### src/rtl/chva_pkg.sv
package chva_pkg;

    localparam int COORD_W     = 15;
    localparam int CELL_W      = 17;
    localparam int OUT_COORD_W = 16;
    localparam int TRIG_W      = 32;
    localparam int Q_FRAC      = 30;
    localparam int RADIUS_W    = 8;
    localparam int WEIGHT_W    = 8;
    localparam int PEAK_W      = 24;
    localparam int MISS_W      = 16;
    localparam int CFG_INDEX_W = 2;
    localparam int CFG_DATA_W  = 8;

    localparam logic [CFG_INDEX_W-1:0] CFG_RADIUS_MIN  = 2'd0;
    localparam logic [CFG_INDEX_W-1:0] CFG_RADIUS_MAX  = 2'd1;
    localparam logic [CFG_INDEX_W-1:0] CFG_RADIUS_STEP = 2'd2;

    localparam logic ACT_CLEAR = 1'b0;
    localparam logic ACT_VOTE  = 1'b1;

    localparam logic [63:0] Q30_ONE     = 64'd1 << Q_FRAC;
    localparam logic [63:0] HALF_PI_Q30 = 64'd1686629713;
    localparam logic [63:0] SIN_DIV [8] = '{64'd6, 64'd20, 64'd42, 64'd72,
                                            64'd110, 64'd156, 64'd210, 64'd272};
    localparam logic [63:0] COS_DIV [8] = '{64'd2, 64'd12, 64'd30, 64'd56,
                                            64'd90, 64'd132, 64'd182, 64'd240};

    typedef struct packed {
        logic signed [TRIG_W-1:0] cos_v;
        logic signed [TRIG_W-1:0] sin_v;
    } trig_t;

    typedef struct packed {
        logic clear_start;
        logic vote_start;
        logic sweep;
        logic issue;
        logic load_result;
    } cmd_t;

    typedef struct packed {
        logic sweep_last;
        logic issue_last;
        logic range_empty;
        logic pipe_empty;
        logic out_free;
    } status_t;

    // Q2.30 cosine and sine of a phase given in Q32 turns
    function automatic trig_t unit_point(input logic [63:0] ph);
        logic [1:0]         quad;
        logic [63:0]        f;
        logic [63:0]        th;
        logic [63:0]        th2;
        logic [63:0]        ts;
        logic [63:0]        tc;
        logic signed [63:0] sv;
        logic signed [63:0] cv;
        trig_t              res;
        quad = ph[31:30];
        f    = {34'd0, ph[29:0]};
        th   = (f * HALF_PI_Q30) >> Q_FRAC;
        th2  = (th * th) >> Q_FRAC;
        ts   = th;
        tc   = Q30_ONE;
        sv   = signed'(th);
        cv   = signed'(Q30_ONE);
        for (int k = 0; k < 8; k++) begin
            ts = ((ts * th2) >> Q_FRAC) / SIN_DIV[k];
            tc = ((tc * th2) >> Q_FRAC) / COS_DIV[k];
            if ((k & 1) == 0) begin
                sv = sv - signed'(ts);
                cv = cv - signed'(tc);
            end else begin
                sv = sv + signed'(ts);
                cv = cv + signed'(tc);
            end
        end
        unique case (quad)
            2'd0: begin
                res.cos_v = cv[TRIG_W-1:0];
                res.sin_v = sv[TRIG_W-1:0];
            end
            2'd1: begin
                res.cos_v = TRIG_W'(-sv);
                res.sin_v = cv[TRIG_W-1:0];
            end
            2'd2: begin
                res.cos_v = TRIG_W'(-cv);
                res.sin_v = TRIG_W'(-sv);
            end
            default: begin
                res.cos_v = sv[TRIG_W-1:0];
                res.sin_v = TRIG_W'(-cv);
            end
        endcase
        return res;
    endfunction

endpackage

### src/rtl/chva_ctrl.sv
module chva_ctrl (
    input  logic               aclk,
    input  logic               aresetn,
    input  logic               s_valid,
    input  logic               s_action,
    output logic               s_ready,
    output chva_pkg::cmd_t     cmd,
    input  chva_pkg::status_t  status
);

    typedef enum logic [2:0] {
        ST_CLEAR,
        ST_IDLE,
        ST_VOTE,
        ST_DRAIN,
        ST_DONE
    } state_t;

    state_t state_reg;
    state_t state_next;
    logic   report_reg;
    logic   report_next;

    always_comb begin
        state_next  = state_reg;
        report_next = report_reg;
        cmd         = '0;
        unique case (state_reg)
            ST_IDLE: begin
                if (s_valid) begin
                    if (s_action == chva_pkg::ACT_CLEAR) begin
                        cmd.clear_start = 1'b1;
                        report_next     = 1'b1;
                        state_next      = ST_CLEAR;
                    end else begin
                        cmd.vote_start = 1'b1;
                        state_next     = status.range_empty ? ST_DONE : ST_VOTE;
                    end
                end
            end
            ST_CLEAR: begin
                cmd.sweep = 1'b1;
                if (status.sweep_last) begin
                    state_next = report_reg ? ST_DONE : ST_IDLE;
                end
            end
            ST_VOTE: begin
                cmd.issue = 1'b1;
                if (status.issue_last) begin
                    state_next = ST_DRAIN;
                end
            end
            ST_DRAIN: begin
                if (status.pipe_empty) begin
                    state_next = ST_DONE;
                end
            end
            ST_DONE: begin
                if (status.out_free) begin
                    cmd.load_result = 1'b1;
                    report_next     = 1'b0;
                    state_next      = ST_IDLE;
                end
            end
            default: begin
                state_next = ST_IDLE;
            end
        endcase
    end

    // sweep the accumulator after reset before taking any request
    always_ff @(posedge aclk) begin
        if (!aresetn) begin
            state_reg  <= ST_CLEAR;
            report_reg <= 1'b0;
        end else begin
            state_reg  <= state_next;
            report_reg <= report_next;
        end
    end

    assign s_ready = (state_reg == ST_IDLE);

endmodule

### config.mk
export PLATFORM = sky130hd
export DESIGN_NAME = chva_ctrl
export DESIGN_NICKNAME = d
export VERILOG_FILES = /design/src/rtl/chva_pkg.sv /design/src/rtl/chva_ctrl.sv
export SDC_FILE = /design/constraint.sdc
export NUM_CORES = 1
export LEC_CHECK = 0
export BUFFER_PORTS_ARGS = -buffer_cell sky130_fd_sc_hd__buf_2
export CAP_MARGIN = 10
export CORE_AREA = 2 2 39 41
export CTS_CLUSTER_SIZE = 24
export DETAILED_ROUTE_END_ITERATION = 8
export DIE_AREA = 0 0 41 43
export SETUP_SLACK_MARGIN = 0.1
export SLEW_MARGIN = 20
export SYNTH_ARGS = -nofsm -noshare
export SYNTH_HDL_FRONTEND = slang
export SYNTH_SLANG_ARGS = --single-unit
### constraint.sdc
create_clock -name aclk -period 2.3 [get_ports aclk]
set_input_delay 0.46 -clock aclk [delete_from_list [all_inputs] [get_ports aclk]]
set_output_delay 0.46 -clock aclk [all_outputs]
set_load 0.01 [all_outputs]
# Yosys cells after proc, flatten, opt, wreduce, memory -nomap -nowiden
# Cells that the tools add are included.
# W data, S select, Z words.
word_totals:
  regBits: 4
  input_bits: 9
  output_inout_bits: 6
  wordCells: 37
op_classes:
  eq_ne: 10
  n_mux: 21
  reduce_logical: 4
op_table:
  columns: ["op", "n"]
  rows:
  - ["$mux W3", 8]
  - ["$pmux W3 S5", 1]
  - ["$ne A2 B2 Y1 const B", 6]
  - ["$mux W1", 9]
  - ["$eq A3 B2 Y1 const B", 2]
  - ["$reduce_and A5 Y1", 1]
  - ["$mux W2", 2]
  - ["$reduce_and A4 Y1", 1]
  - ["$eq A3 B1 Y1 const B", 1]
  - ["$eq A3 B3 Y1 const B", 1]
  - ["$logic_not A3 Y1", 1]
  - ["$pmux W1 S2", 1]
  - ["$reduce_bool A2 Y1", 1]

# Longest topological paths before layout
depth:
  word_depth: 4
  depth_mapped: 4
  ltp_nobuf: 3

# Least setup slack after synthesis
# No wires, ideal clock.
synth_timing:
  path_type: "register to output"
  from: "register state_reg[0]"
  to: "output cmd[3] in the netlist's numbering"
  arrival_ns: 0.952
  t_required_ns: 1.840
  slack_ns: 0.888
  stages_incl_launch_ff: 4
  path_buffers: 1
  cell_sequence: "dfxtp_1 > buf_6 > nor3b_2 > and3_1"
synth_rtl:
  columns: ["element", "line", "text"]
  rows:
  - ["from (decl)", "chva_ctrl.sv:19", "state_t state_reg;"]
  - ["from (signal assigned)", "chva_ctrl.sv:77", "state_reg <= state_next;"]
  - ["to (decl)", "chva_ctrl.sv:7", "output chva_pkg::cmd_t cmd,"]

==> out/metrics.csv <==
metric,value,unit
io_buffers,14,
relSlewSlack,72.8,%
grt_pass1_wl,1160,um
drt_iter0_markers,7,
syn_to_final_growth,33.3,%
utilization,27.8,%
cp.arrival,1.29,ns
yosys.area_share.simple,36.8,%
use_met3,7.85,%
synth_seq_cells,4,
dr.pass1.iters,4,
cts_sinks,4,
core_area,0.00138,sq mm
holdWs,0.458,ns
synth_compound_area_share,19.0,%
finalNetCount,60,
antenna_found_initial,0,
seq_area_frac_synth,27.7,%
cp-start-kind,register,
vias,301,
critPathLaunch,state_reg[0],
fin_skew,0.00295,ns
synthMuxAreaShare,6.93,%
synth_xor_area_share,0,%
power.density,612,mW/mm^2
period_share,76.0,%
cap_violations,0,
path_clk_slew,0.04,ns
cp_max_fo,11,
synthesis.nets,43,
post_cts_buffers,0,
dieArea,0.00176,sq mm
antenna_cells,0,
synth_top_family_by_area,simple AND/OR/NAND/NOR gates,
ys_warn_count,0,
critPathKind,reg -> out,
use_met1,10.9,%
synth.distinct_cells,21,
dieHeight,43,um
placedCellCount,62,
cts_tree,built,
ctsResizeCount,0,
cts_hold_buf,0,
grt_overflow_total,0,
gp_congestion,0.733,
hold_start,aresetn,
grtUsageTotal,10.1,%
netlist_area,289,sq um
clk_latency,0.24,ns
synth_cells,34,
drcViolationCount,0,
final_cell_mix,"buf_2 (14), dfxtp_1 (4)",
report.final.slew_viol_count,0,
grt_most_used_layer,met2,
finalNonFillerCells,65,
rsz0062_at_grt,no,
grtUsageMet2,15.3,%
period_needed,1.75,ns
dpl.hpwl,570,um
status,finished clean,
cts_buffers,3,
ios,15,
leakage,0.201,nW
worst_pin_slew,0.402,ns
wl_per_cell,10.8,um
synth_largest_area_cell,dfxtp_1,
finalHoldViolCount,0,
end_kind,output pin,
start_util,20.9,%
min_path_type,in -> reg,
grt_max_degree,12,
synth_top_area_share,27.7,%
num_rows,14,
h-tree-depth,1,
drive_gt1_share,38.8,%
synth_adder_area_share,0,%
setup_tns,0,ns
synthTopCellsByArea,"dfxtp_1 (28%), mux2i_1 (6.9%), o41ai_2 (5.6%), a21oi_1 (5.2%), nor3_1 (5.2%)",
die_w,41,um
grt_pass1_vias,286,
antenna_left,0,
synth_area_per_cell,8.50,sq um
ir_worst_vdd,0.328,mV
ctsLongestPathBuffers,2,
clockRootBuffer,clkbuf_4,
wl,704,um
routed_via_density,4.63,
layout_commonest_cell,buf_2,
r2r_start,state_reg[1],
largest_register_ffs,3,
required,1.84,ns
fmax,572,MHz
setup_viol_count_final,0,
## Yosys cell counts
cell type  instances
mux2i_1            2
a21o_1             1
nand2_1            3
nor2b_1            1
o22ai_1            1
nand2b_1           1
dfxtp_1            4
and4bb_1           1
o211a_1            1
nor4b_1            1
nor3b_2            1
buf_6              1
o41ai_2            1
nor4bb_1           1
a21oi_1            3
nand3b_1           1
buf_2              1
inv_1              3
nor2_1             1
and3_1             2
nor3_1             3
## report_power, final
| group | switching [mW] | internal [mW] |
|---|---|---|
| Sequential | 0.0109 | 0.0755 |
| Clock | 0.0299 | 0.0584 |
| Combinational | 0.0296 | 0.0314 |
## kinds of logic after synthesis
group,count (synthesis)
buf+inv,5
flops,4
mux,2
simple gates,16
compound gates,7
## stage by stage
step | setup slack [ns] | total power, mW | cell area, sq um
3_3_place_gp | 0.814 | 0.147 | 363
6_report | 0.552 | 0.236 | 385
2_1_floorplan | 0.888 | 0.130 | 289
4_1_cts | 0.542 | 0.240 | 385
5_1_grt | 0.416 | 0.253 | 385
3_5_place_dp | 0.799 | 0.149 | 363
## worst max-delay path, cell delays in order, from the launching register on
cell	delay [ns]
dfxtp_1	0.49
nor3b_2	0.27
nand3b_1	0.12
inv_1	0.06
buf_2	0.12
## cell type report
cell class,instances,area [sq um]
fillers,160,998
multi-input cells,25,181
flip-flops and latches,4,80.1
repair buffers,14,70.1
clock buffers,3,22.5
well taps,16,20.0
inverters,3,11.3
## metal layers
metal / share of wire, % / wire (um) / vias up
met4: 0 / 0 / 0
met5: 0 / 0 / -
met1: 45 / 320 / 141
met3: 4.4 / 31 / 0
li1: - / - / 154
met2: 50 / 352 / 6
## path summary, 6_finish.rpt
check / end / slack [ns] / depth (start not counted)
setup reg to reg: state_reg[2] / 1.03 / 3
hold reg to reg: report_reg / 0.50 / 2
setup / recovery: cmd[4] / 0.55 / 4
hold / removal: state_reg[2] / 0.46 / 3
No activity file was read; power rests on OpenSTA's default activity.
